==> config.mk <==
export PLATFORM = sky130hd
export DESIGN_NAME = segment_reassembly_tracker_flat
export DESIGN_NICKNAME = d
export VERILOG_FILES = /design/src/hdl/srt_pkg.sv /design/src/hdl/srt_ifs.sv /design/src/hdl/srt_ram.sv /design/src/hdl/srt_front.sv /design/src/hdl/srt_back.sv /design/src/hdl/segment_reassembly_tracker.sv /design/src/flat_wrapper.sv
export VERILOG_INCLUDE_DIRS = /design/src /design/src/hdl
export SDC_FILE = /design/constraint.sdc
export NUM_CORES = 2
export LEC_CHECK = 0
export BUFFER_PORTS_ARGS = -buffer_cell sky130_fd_sc_hd__buf_2
export CAP_MARGIN = 20
export CORE_MARGIN = 2
export CORE_UTILIZATION = 65
export CTS_BUF_LIST = sky130_fd_sc_hd__clkbuf_4 sky130_fd_sc_hd__clkbuf_8
export CTS_CLUSTER_DIAMETER = 150
export DETAILED_ROUTE_END_ITERATION = 8
export HOLD_SLACK_MARGIN = 0.1
export PLACE_DENSITY_LB_ADDON = 0.1
export SLEW_MARGIN = 20
export SYNTH_ARGS = -nofsm -noshare
export SYNTH_HDL_FRONTEND = slang
export SYNTH_MEMORY_MAX_BITS = 65536
export SYNTH_SLANG_ARGS = --single-unit
==> constraint.sdc <==
create_clock -name clk -period 47.3 [get_ports clk]
set_input_delay 7.095 -clock clk [delete_from_list [all_inputs] [get_ports clk]]
set_output_delay 7.095 -clock clk [all_outputs]
set_load 0.05 [all_outputs]
==> src/hdl/segment_reassembly_tracker_assert.svh <==
// Assertion macros for the segment reassembly tracker.
// Used by the top level; needs no other file.
`ifndef SEGMENT_REASSEMBLY_TRACKER_ASSERT_SVH
`define SEGMENT_REASSEMBLY_TRACKER_ASSERT_SVH

`ifndef NO_ASSERTIONS
`define SRT_ASSERT_IMP(lbl, clk, rst_n, ante, cons) \
  lbl: assert property (@(posedge clk) disable iff (!rst_n) (ante) |-> (cons)) \
    else $error("srt assertion failed");
`define SRT_ASSERT_NXT(lbl, clk, rst_n, ante, cons) \
  lbl: assert property (@(posedge clk) disable iff (!rst_n) (ante) |=> (cons)) \
    else $error("srt assertion failed");
`else
`define SRT_ASSERT_IMP(lbl, clk, rst_n, ante, cons)
`define SRT_ASSERT_NXT(lbl, clk, rst_n, ante, cons)
`endif

`endif

==> src/hdl/srt_pkg.sv <==
// Shared types and constants of the segment reassembly tracker.
// No dependencies.
package srt_pkg;

  localparam int SLOTS_DEF   = 16;
  localparam int QUEUE_DEPTH = 2;
  localparam logic [7:0] MAX_ERR_RST = 8'd5;

  localparam logic [2:0] KIND_DATA_MORE = 3'd0;
  localparam logic [2:0] KIND_DATA_END  = 3'd1;

  typedef enum logic [2:0] {
    ST_ACCEPTED = 3'd0,
    ST_COMPLETE = 3'd1,
    ST_RESEND   = 3'd2,
    ST_ABORT    = 3'd3,
    ST_IGNORED  = 3'd4,
    ST_FULL     = 3'd5
  } status_t;

  typedef enum logic [1:0] {
    BK_IDLE,
    BK_SCAN,
    BK_EXEC
  } back_state_t;

  typedef struct packed {
    logic        is_data;
    logic        is_end;
    logic [63:0] hi;
    logic [63:0] lo;
    logic [31:0] serial;
    logic [31:0] seg;
    logic [15:0] bytes;
    logic [7:0]  chan;
  } job_t;

  typedef struct packed {
    logic [63:0] hi;
    logic [63:0] lo;
    logic [31:0] serial;
    logic [31:0] next_idx;
    logic [31:0] byte_cnt;
    logic [7:0]  err_cnt;
  } row_t;

  typedef struct packed {
    logic busy;
    logic pop;
    logic ram_we;
  } back_stat_t;

endpackage

==> src/hdl/srt_ifs.sv <==
// Valid/ready channel interfaces for packet headers and results.
// No dependencies.
interface srt_in_if;
  logic        valid;
  logic        ready;
  logic [2:0]  req_type;
  logic [63:0] source_id_hi;
  logic [63:0] source_id_lo;
  logic [31:0] msg_serial;
  logic [31:0] segment_index;
  logic [15:0] payload_bytes;
  logic [7:0]  arrival_channel;

  modport source (output valid, req_type, source_id_hi, source_id_lo, msg_serial,
                  segment_index, payload_bytes, arrival_channel, input ready);
  modport sink (input valid, req_type, source_id_hi, source_id_lo, msg_serial,
                segment_index, payload_bytes, arrival_channel, output ready);
endinterface

interface srt_out_if;
  logic        valid;
  logic        ready;
  logic [2:0]  status;
  logic [3:0]  stream_slot;
  logic [31:0] reply_index;
  logic [31:0] byte_total;
  logic [7:0]  reply_channel;

  modport source (output valid, status, stream_slot, reply_index, byte_total,
                  reply_channel, input ready);
  modport sink (input valid, status, stream_slot, reply_index, byte_total,
                reply_channel, output ready);
endinterface

==> src/hdl/srt_ram.sv <==
// Generic single-write, single-read RAM with registered read data.
// No dependencies.
module srt_ram #(
  parameter int WIDTH = 8,
  parameter int DEPTH = 16
) (
  input  logic                                 clk,
  input  logic                                 we,
  input  logic [((DEPTH > 1) ? $clog2(DEPTH) : 1)-1:0] waddr,
  input  logic [WIDTH-1:0]                     wdata,
  input  logic                                 re,
  input  logic [((DEPTH > 1) ? $clog2(DEPTH) : 1)-1:0] raddr,
  output logic [WIDTH-1:0]                     rdata
);

  logic [WIDTH-1:0] mem_r [DEPTH];
  logic [WIDTH-1:0] rdata_r;

  always_ff @(posedge clk) begin
    if (we) begin
      mem_r[waddr] <= wdata;
    end
    if (re) begin
      rdata_r <= mem_r[raddr];
    end
  end

  assign rdata = rdata_r;

endmodule

==> src/hdl/srt_front.sv <==
// Front end: takes packet headers, classifies the kind, queues them.
// Depends on srt_pkg and srt_in_if.
module srt_front (
  input  logic          clk,
  input  logic          rst_n,
  srt_in_if.sink        in_if,
  output srt_pkg::job_t head,
  output logic          head_vld,
  input  logic          pop
);
  import srt_pkg::*;

  localparam int QW = (QUEUE_DEPTH > 1) ? $clog2(QUEUE_DEPTH) : 1;
  localparam int CW = $clog2(QUEUE_DEPTH + 1);

  job_t          q_r [QUEUE_DEPTH];
  logic [QW-1:0] wptr_r, wptr_nxt;
  logic [QW-1:0] rptr_r, rptr_nxt;
  logic [CW-1:0] cnt_r, cnt_nxt;
  job_t          job_in;
  logic          push;

  always_comb begin
    job_in.hi     = in_if.source_id_hi;
    job_in.lo     = in_if.source_id_lo;
    job_in.serial = in_if.msg_serial;
    job_in.seg    = in_if.segment_index;
    job_in.bytes  = in_if.payload_bytes;
    job_in.chan   = in_if.arrival_channel;
    job_in.is_end = (in_if.req_type == KIND_DATA_END);
    unique case (in_if.req_type) inside
      KIND_DATA_MORE, KIND_DATA_END: job_in.is_data = 1'b1;
      default:                       job_in.is_data = 1'b0;
    endcase
  end

  assign in_if.ready = (cnt_r != CW'(QUEUE_DEPTH));
  assign push        = in_if.valid && in_if.ready;
  assign head_vld    = (cnt_r != '0);
  assign head        = q_r[rptr_r];

  always_comb begin
    wptr_nxt = push ? wptr_r + 1'b1 : wptr_r;
    rptr_nxt = pop ? rptr_r + 1'b1 : rptr_r;
    cnt_nxt  = cnt_r + CW'(push) - CW'(pop);
  end

  always_ff @(posedge clk) begin
    if (!rst_n) begin
      wptr_r <= '0;
      rptr_r <= '0;
      cnt_r  <= '0;
    end else begin
      wptr_r <= wptr_nxt;
      rptr_r <= rptr_nxt;
      cnt_r  <= cnt_nxt;
    end
  end

  always_ff @(posedge clk) begin
    if (push) begin
      q_r[wptr_r] <= job_in;
    end
  end

endmodule

==> src/hdl/srt_back.sv <==
// Back end: scans the stream table, updates the stream, holds the result.
// Depends on srt_pkg, srt_out_if and srt_ram.
module srt_back #(
  parameter int STREAM_SLOTS = srt_pkg::SLOTS_DEF
) (
  input  logic                clk,
  input  logic                rst_n,
  input  srt_pkg::job_t       head,
  input  logic                head_vld,
  output logic                pop,
  input  logic                cfg_we,
  input  logic [7:0]          cfg_wdata,
  srt_out_if.source           out_if,
  output srt_pkg::back_stat_t stat
);
  import srt_pkg::*;

  localparam int SLOT_W = (STREAM_SLOTS > 1) ? $clog2(STREAM_SLOTS) : 1;
  localparam int CNT_W  = $clog2(STREAM_SLOTS + 1);
  localparam int ROW_W  = $bits(row_t);

  back_state_t state_r, state_nxt;
  job_t        job_r;
  logic [7:0]  max_err_r;
  logic [STREAM_SLOTS-1:0] valid_r;

  logic [CNT_W-1:0]  iss_r;
  logic              cmp_vld_r;
  logic [SLOT_W-1:0] cmp_addr_r;
  logic              hit_r, free_fnd_r;
  logic [SLOT_W-1:0] hit_slot_r, free_slot_r;
  row_t              row_r;

  logic              rd_en, ram_we, exec_fire, match_now, scan_done;
  logic [SLOT_W-1:0] rd_addr;
  logic [ROW_W-1:0]  rd_data;
  row_t              rd_row;

  logic              out_vld_r;
  status_t           o_status_r, o_status;
  logic [3:0]        o_slot_r, o_slot;
  logic [31:0]       o_index_r, o_index;
  logic [31:0]       o_total_r, o_total;
  logic [7:0]        o_chan_r, o_chan;

  row_t              base, row_new;
  logic [SLOT_W-1:0] wslot;
  logic              have_slot, mism, abort_req;
  logic [7:0]        err_inc;
  logic [32:0]       sum;
  logic [31:0]       sat_sum;

  srt_ram #(.WIDTH(ROW_W), .DEPTH(STREAM_SLOTS)) u_ram (
    .clk   (clk),
    .we    (ram_we),
    .waddr (wslot),
    .wdata (row_new),
    .re    (rd_en),
    .raddr (rd_addr),
    .rdata (rd_data)
  );

  assign rd_row    = row_t'(rd_data);
  assign rd_addr   = iss_r[SLOT_W-1:0];
  assign match_now = cmp_vld_r && valid_r[cmp_addr_r] && (rd_row.hi == job_r.hi) &&
                     (rd_row.lo == job_r.lo) && (rd_row.serial == job_r.serial);
  assign scan_done = (iss_r == CNT_W'(STREAM_SLOTS)) && !cmp_vld_r;

  // next state
  always_comb begin
    state_nxt = state_r;
    unique case (state_r)
      BK_IDLE: if (head_vld) state_nxt = head.is_data ? BK_SCAN : BK_EXEC;
      BK_SCAN: if (match_now || scan_done) state_nxt = BK_EXEC;
      BK_EXEC: if (exec_fire) state_nxt = BK_IDLE;
      default: state_nxt = BK_IDLE;
    endcase
  end

  // control outputs
  always_comb begin
    pop       = 1'b0;
    rd_en     = 1'b0;
    exec_fire = 1'b0;
    unique case (state_r)
      BK_IDLE: pop = head_vld;
      BK_SCAN: rd_en = (iss_r != CNT_W'(STREAM_SLOTS)) && !match_now;
      BK_EXEC: exec_fire = !out_vld_r || out_if.ready;
      default: ;
    endcase
  end

  // stream update
  always_comb begin
    have_slot = hit_r || free_fnd_r;
    wslot     = hit_r ? hit_slot_r : free_slot_r;
    if (hit_r) begin
      base = row_r;
    end else begin
      base          = '0;
      base.hi       = job_r.hi;
      base.lo       = job_r.lo;
      base.serial   = job_r.serial;
    end
    mism      = (job_r.seg != base.next_idx);
    err_inc   = (base.err_cnt != 8'hFF) ? base.err_cnt + 8'd1 : base.err_cnt;
    abort_req = (err_inc > max_err_r);
    sum       = {1'b0, base.byte_cnt} + {17'd0, job_r.bytes};
    sat_sum   = sum[32] ? 32'hFFFF_FFFF : sum[31:0];
    row_new   = base;
    o_status  = ST_IGNORED;
    o_slot    = '0;
    o_index   = '0;
    o_total   = '0;
    o_chan    = '0;
    if (job_r.is_data && !have_slot) begin
      o_status = ST_FULL;
    end else if (job_r.is_data) begin
      o_slot = 4'(wslot);
      if (mism) begin
        row_new.err_cnt = err_inc;
        o_total         = base.byte_cnt;
        o_chan          = job_r.chan;
        if (abort_req) begin
          o_status = ST_ABORT;
        end else begin
          o_status = ST_RESEND;
          o_index  = base.next_idx;
        end
      end else begin
        row_new.next_idx = base.next_idx + 32'd1;
        row_new.byte_cnt = sat_sum;
        row_new.err_cnt  = '0;
        o_total          = sat_sum;
        o_status         = job_r.is_end ? ST_COMPLETE : ST_ACCEPTED;
      end
    end
  end

  assign ram_we = exec_fire && job_r.is_data && have_slot;

  always_ff @(posedge clk) begin
    if (!rst_n) begin
      state_r   <= BK_IDLE;
      max_err_r <= MAX_ERR_RST;
      valid_r   <= '0;
      out_vld_r <= 1'b0;
      cmp_vld_r <= 1'b0;
    end else begin
      state_r <= state_nxt;
      if (cfg_we) begin
        max_err_r <= cfg_wdata;
      end
      if (ram_we) begin
        valid_r[wslot] <= !(!mism && job_r.is_end);
      end
      if (exec_fire) begin
        out_vld_r <= 1'b1;
      end else if (out_if.ready) begin
        out_vld_r <= 1'b0;
      end
      cmp_vld_r <= rd_en;
    end
  end

  always_ff @(posedge clk) begin
    if (pop) begin
      job_r      <= head;
      iss_r      <= '0;
      hit_r      <= 1'b0;
      free_fnd_r <= 1'b0;
    end
    if (rd_en) begin
      iss_r <= iss_r + 1'b1;
    end
    cmp_addr_r <= rd_addr;
    if (state_r == BK_SCAN && match_now) begin
      hit_r      <= 1'b1;
      hit_slot_r <= cmp_addr_r;
      row_r      <= rd_row;
    end
    if (state_r == BK_SCAN && cmp_vld_r && !valid_r[cmp_addr_r] && !free_fnd_r) begin
      free_fnd_r  <= 1'b1;
      free_slot_r <= cmp_addr_r;
    end
    if (exec_fire) begin
      o_status_r <= o_status;
      o_slot_r   <= o_slot;
      o_index_r  <= o_index;
      o_total_r  <= o_total;
      o_chan_r   <= o_chan;
    end
  end

  assign out_if.valid         = out_vld_r;
  assign out_if.status        = 3'(o_status_r);
  assign out_if.stream_slot   = o_slot_r;
  assign out_if.reply_index   = o_index_r;
  assign out_if.byte_total    = o_total_r;
  assign out_if.reply_channel = o_chan_r;

  assign stat.busy   = (state_r != BK_IDLE);
  assign stat.pop    = pop;
  assign stat.ram_we = ram_we;

endmodule

==> src/hdl/segment_reassembly_tracker.sv <==
// Flow: a data item's result follows acceptance through queue pop, one RAM read per slot,
// compare and scan-end steps and result load; a hit ends the scan early.
// A non-data item's result follows acceptance through queue pop and result load.
// One item in the back end at a time, so no new item is popped before the last result is loaded;
// a two-entry queue takes items meanwhile; a stalled result holds.
// Reset: synchronous active-low; clears slot valid bits, queue, result, max_errors to 5.
module segment_reassembly_tracker #(
  parameter int STREAM_SLOTS = srt_pkg::SLOTS_DEF
) (
  input  logic       clk,
  input  logic       rst_n,
  srt_in_if.sink     in_if,
  srt_out_if.source  out_if,
  input  logic       cfg_we,
  input  logic [7:0] cfg_wdata
);
  import srt_pkg::*;

`include "segment_reassembly_tracker_assert.svh"

  job_t       head;
  logic       head_vld;
  logic       pop;
  back_stat_t bk_stat;

  srt_front u_front (
    .clk      (clk),
    .rst_n    (rst_n),
    .in_if    (in_if),
    .head     (head),
    .head_vld (head_vld),
    .pop      (pop)
  );

  srt_back #(.STREAM_SLOTS(STREAM_SLOTS)) u_back (
    .clk       (clk),
    .rst_n     (rst_n),
    .head      (head),
    .head_vld  (head_vld),
    .pop       (pop),
    .cfg_we    (cfg_we),
    .cfg_wdata (cfg_wdata),
    .out_if    (out_if),
    .stat      (bk_stat)
  );

  `SRT_ASSERT_IMP(a_void_result_zero, clk, rst_n, out_if.valid && (out_if.status == 3'(ST_IGNORED) || out_if.status == 3'(ST_FULL)), out_if.stream_slot == '0 && out_if.byte_total == '0 && out_if.reply_channel == '0 && out_if.reply_index == '0)
  `SRT_ASSERT_IMP(a_index_only_resend, clk, rst_n, out_if.valid && out_if.status != 3'(ST_RESEND), out_if.reply_index == '0)
  `SRT_ASSERT_IMP(a_pop_not_write, clk, rst_n, bk_stat.pop, !bk_stat.ram_we)
  `SRT_ASSERT_NXT(a_pop_busy, clk, rst_n, bk_stat.pop, bk_stat.busy)

endmodule

==> src/flat_wrapper.sv <==
// flat-port wrapper written by rule: the top's interface ports become plain ports
module segment_reassembly_tracker_flat import srt_pkg::*;
#(
  parameter int STREAM_SLOTS = srt_pkg::SLOTS_DEF
)
  (clk, rst_n, cfg_we, cfg_wdata, in_if_valid, in_if_req_type, in_if_source_id_hi, in_if_source_id_lo, in_if_msg_serial, in_if_segment_index, in_if_payload_bytes, in_if_arrival_channel, in_if_ready, out_if_valid, out_if_status, out_if_stream_slot, out_if_reply_index, out_if_byte_total, out_if_reply_channel, out_if_ready);
  srt_in_if in_if_i ();
  srt_out_if out_if_i ();
  input  logic clk;
  input  logic rst_n;
  input  logic cfg_we;
  input  logic [7:0] cfg_wdata;
  input wire logic [$bits(in_if_i.valid)-1:0] in_if_valid;
  input wire logic [$bits(in_if_i.req_type)-1:0] in_if_req_type;
  input wire logic [$bits(in_if_i.source_id_hi)-1:0] in_if_source_id_hi;
  input wire logic [$bits(in_if_i.source_id_lo)-1:0] in_if_source_id_lo;
  input wire logic [$bits(in_if_i.msg_serial)-1:0] in_if_msg_serial;
  input wire logic [$bits(in_if_i.segment_index)-1:0] in_if_segment_index;
  input wire logic [$bits(in_if_i.payload_bytes)-1:0] in_if_payload_bytes;
  input wire logic [$bits(in_if_i.arrival_channel)-1:0] in_if_arrival_channel;
  output wire logic [$bits(in_if_i.ready)-1:0] in_if_ready;
  output wire logic [$bits(out_if_i.valid)-1:0] out_if_valid;
  output wire logic [$bits(out_if_i.status)-1:0] out_if_status;
  output wire logic [$bits(out_if_i.stream_slot)-1:0] out_if_stream_slot;
  output wire logic [$bits(out_if_i.reply_index)-1:0] out_if_reply_index;
  output wire logic [$bits(out_if_i.byte_total)-1:0] out_if_byte_total;
  output wire logic [$bits(out_if_i.reply_channel)-1:0] out_if_reply_channel;
  input wire logic [$bits(out_if_i.ready)-1:0] out_if_ready;
  assign in_if_i.valid = in_if_valid;
  assign in_if_i.req_type = in_if_req_type;
  assign in_if_i.source_id_hi = in_if_source_id_hi;
  assign in_if_i.source_id_lo = in_if_source_id_lo;
  assign in_if_i.msg_serial = in_if_msg_serial;
  assign in_if_i.segment_index = in_if_segment_index;
  assign in_if_i.payload_bytes = in_if_payload_bytes;
  assign in_if_i.arrival_channel = in_if_arrival_channel;
  assign in_if_ready = in_if_i.ready;
  assign out_if_valid = out_if_i.valid;
  assign out_if_status = out_if_i.status;
  assign out_if_stream_slot = out_if_i.stream_slot;
  assign out_if_reply_index = out_if_i.reply_index;
  assign out_if_byte_total = out_if_i.byte_total;
  assign out_if_reply_channel = out_if_i.reply_channel;
  assign out_if_i.ready = out_if_ready;
  segment_reassembly_tracker #(.STREAM_SLOTS(STREAM_SLOTS)) u_core (.clk(clk), .rst_n(rst_n), .in_if(in_if_i), .out_if(out_if_i), .cfg_we(cfg_we), .cfg_wdata(cfg_wdata));
endmodule
==> flow_summary.json <==
{
  "path_cells": "buf_2 -> nor2b_1 -> nor2_4 -> nand4_1 -> nor2_4 -> buf_4 -> buf_4 -> buf_4 -> buf_4",
  "dieArea_mm2": 0.293,
  "cp-startpoint": "out_if_ready",
  "rsz0062_at_grt": "false",
  "critPathMaxFanout": 46,
  "cts_sinks": 4961,
  "coreArea_mm2": 0.288,
  "timing.rr.end": "u_core.u_back.u_ram.mem_r[0][157]$_DFFE_PP_",
  "synth-seq-cells": 4961,
  "ir_drop_mv": 0.0519,
  "syn_avg_cell_area_um2": 23.3,
  "holdWs_ns": 0.394,
  "die_w_um": 542,
  "yosysTopAreaCell": "edfxtp_1",
  "initial_core_util": 0.653,
  "fillers": 16200,
  "relSlewSlack": 0.197,
  "track_usage": 0.299,
  "end_kind": "register",
  "overflow": 0,
  "min_period_ns": 11.32,
  "clk_pin_slew_ns": 0.06,
  "hold_depth": 0,
  "finalSetupViolCount": 0,
  "synthFlopType": "edfxtp_1",
  "skew_ns": 0.0716,
  "gp_congestion": 0.830,
  "synth_nets": 8323,
  "cap_violations": 0,
  "crit_family": "buffers and inverters",
  "drc": 0,
  "hold_violations": 0,
  "cp.buffers_inverters": 5,
  "reg2reg_depth": 10,
  "critical_path.max_stage_delay_ns": 0.94,
  "reg2reg_slack_ns": 40.51,
  "status": "finished clean",
  "cts_buffers": 747,
  "post-synth-top-area-fraction": 0.787,
  "yosysUniqueCellTypes": 88,
  "synthAdderAreaFrac": 0.00210,
  "pwr_density_cell_mw_per_mm2": 56.6,
  "worstHoldEndpoint": "u_core.u_back.row_r[11]$_DFFE_PP_",
  "worstSetupPathType": "input pin to register",
  "cts-resized-gates": 0,
  "synthSimpleGateAreaFrac": 0.0169,
  "total_power_mw": 11.9,
  "grt_first_pass_wirelength_um": 626000,
  "holdCritStartpoint": "u_core.u_back.u_ram.rdata[11]$_DFFE_PP_",
  "yosysWarnings": 0,
  "power.leakage_nw": 66.6,
  "muxShareOfSynthArea": 0.162,
  "rows": 197,
  "grt_pass1_vias": 90800,
  "io_buffers": 312,
  "fin_nets": 9211,
  "area_delta_synth_final_pct": 11.5,
  "cts_setup_buffers": 0,
  "io_pins": 313,
  "setup_tns_ns": 0,
  "fin_crit_sh": 0.239,
  "synth_compound_area_frac": 0.0123,
  "synth_edf_count": 4922,
  "cts_tree": "built",
  "first_pass_iters": 8,
  "route.detailed.wl_per_inst_um": 32.8,
  "synthArstFlopShare": 0,
  "dpl.cell_count": 12000,
  "fin_cells": 13300,
  "htreeDepth": 6,
  "drive_gt1_frac": 0.342,
  "yosys-top-cells-area": "edfxtp_1 79%, mux4_2 14%, mux2_2 2.1%",
  "synthCells": 8060,
  "antenna_found_initial": 19,
  "grt_max_degree": 116,
  "yosys.area_share.xor_xnor": 0.00653,
  "worst_pin_slew_ns": 1.20,
  "cp.required_ns": 48.13,
  "vias": 89300,
  "wirelength_um": 437000,
  "crit_top_cell": "buf_4",
  "finalMaxSlewViolations": 0,
  "dp_hpwl_um": 244000,
  "cts_hold_buf": 0,
  "clk_path_buf_depth": 4,
  "drt_iter0_markers": 11800,
  "fmax_mhz": 88.4,
  "yosysSeqAreaShare": 0.791,
  "r2r_start": "u_core.u_back.hit_r$_SDFFE_PP1P_",
  "synth_top_family_by_area": "multiplexers",
  "ant_nets": 0,
  "start_kind": "input pin",
  "via_per_inst": 6.70,
  "hold_path.class": "register to register",
  "cts_root_buf": "clkbuf_8",
  "clock_latency_ns": 1.26,
  "post_synth_instance_area_mm2": 0.188,
  "crit_path_top_delay_cell": "buf_4",
  "arrival_ns": 12.15,
  "die_h_um": 542
}
cells in the mapped netlist (7+ instances only):
| cell type | n |
|---|---|
| and2_1 | 38 |
| nand4b_1 | 13 |
| nand3_1 | 35 |
| o21ai_0 | 74 |
| edfxtp_1 | 4922 |
| xnor2_1 | 93 |
| ha_1 | 30 |
| nor4_1 | 21 |
| buf_2 | 13 |
| a2111o_1 | 14 |
| a31oi_1 | 13 |
| inv_1 | 93 |
| mux4_2 | 1165 |
| nor2b_1 | 53 |
| a21oi_1 | 58 |
| a22o_1 | 7 |
| a22oi_1 | 12 |
| nand2b_1 | 35 |
| a221oi_1 | 9 |
| dfxtp_1 | 39 |
| clkbuf_1 | 256 |
| buf_1 | 89 |
| a2bb2oi_1 | 11 |
| a21o_1 | 22 |
| and3_1 | 29 |
| nand4_1 | 61 |
| o2111ai_1 | 10 |
| o22ai_1 | 29 |
| nor2_1 | 120 |
| nand2_1 | 109 |
| nor3_1 | 28 |
| mux2i_1 | 15 |
| or3_1 | 13 |
| mux2_2 | 356 |
| xor2_1 | 47 |
| a311oi_1 | 22 |
worst max path at each step:
stage / end / cells past startpoint
floorplan: u_core.u_back.valid_r[8]$_SDFFE_PN0P_ / 5
global placement: u_core.u_back.u_ram.mem_r[0][93]$_DFFE_PP_ / 9
detailed placement: u_core.u_back.u_ram.mem_r[0][93]$_DFFE_PP_ / 9
CTS: u_core.u_back.u_ram.mem_r[0][157]$_DFFE_PP_ / 9
global route: u_core.u_back.u_ram.mem_r[0][191]$_DFFE_PP_ / 9
finish: u_core.u_back.u_ram.mem_r[0][157]$_DFFE_PP_ / 9
cell type report:
cell class,instances,area [um^2],area share
Timing Repair Buffer,509,3350,0.0160
Clock inverter,339,2270,0.0109
Antenna cell,10,25.0,0.000119
Multi-Input combinational cell,2633,37900,0.181
Sequential cell,4961,149000,0.709
Clock buffer,1007,12300,0.0587
Inverter,96,375,0.00179
Tap cell,3781,4730,0.0226
placed cells by master (no fill, tap or decap), drive strengths merged, types with 16 or more instances in the layout:
master  count
a21o       22
a21oi      59
a311oi     22
and2       39
and3       30
buf       508
clkbuf   1008
clkinv    287
dfxtp      39
edfxtp   4922
ha         30
inv       133
mux2      356
mux4     1165
nand2     109
nand2b     35
nand3      35
nand4      63
nor2      121
nor2b      53
nor3       28
nor4       22
o21ai      74
o22ai      29
or3        16
xnor2      93
xor2       47
kinds of logic after synthesis:
| group | Yosys count |
|---|---|
| flip-flops | 4961 |
| multiplexers | 1536 |
| AND/OR/NAND/NOR | 591 |
| buffers and inverters | 466 |
| AO/OA/AOI/OAI | 335 |
| XOR/XNOR | 140 |
| adder cells (fa/ha/maj) | 31 |
metal layers:
layer	global-route usage	wire length [um]	vias up
li1	-	-	36100
met1	0.436	170000	47600
met2	0.477	214000	5011
met3	0.0622	43200	631
met4	0.0731	9840	2
met5	0	12	-
stage by stage:
stage	worst slack, ns	util	instance area (um^2)
after detailed placement	34.80	0.676	195000
after CTS	36.08	0.727	209000
after global routing	35.89	0.728	209000
final	35.98	0.728	210000
after floorplan	24.97	-	188000
after global placement	34.94	0.676	195000
power breakdown:
part           internal [mW]  switching (mW)  total (mW)
Combinational           1.21            1.54        2.74
Clock                   1.77            1.65        3.42
Sequential              5.48           0.226        5.70
flip-flops by register name, indices dropped and copies added, names as in the netlist, 2 cells and up, named ones only:
signal and flops:
u_core.u_back.job_r 218, u_core.u_back.out_if.reply_channel 8, u_core.u_back.free_slot_r 4, u_core.u_back.u_ram.mem_r 3712, u_core.u_front.q_r 436, u_core.u_back.out_if.byte_total 32
u_core.u_back.out_if.reply_index 32, u_core.u_back.out_if.stream_slot 4, u_core.u_back.cmp_addr_r 4, u_core.u_back.row_r 232, u_core.u_back.state_r 2, u_core.u_back.iss_r 5
u_core.u_back.out_if.status 3, u_core.u_back.u_ram.rdata 232, u_core.u_back.valid_r 16, u_core.u_back.max_err_r 8, u_core.u_front.cnt_r 2, u_core.u_back.hit_slot_r 4
Power figures use the tool's default switching activity.
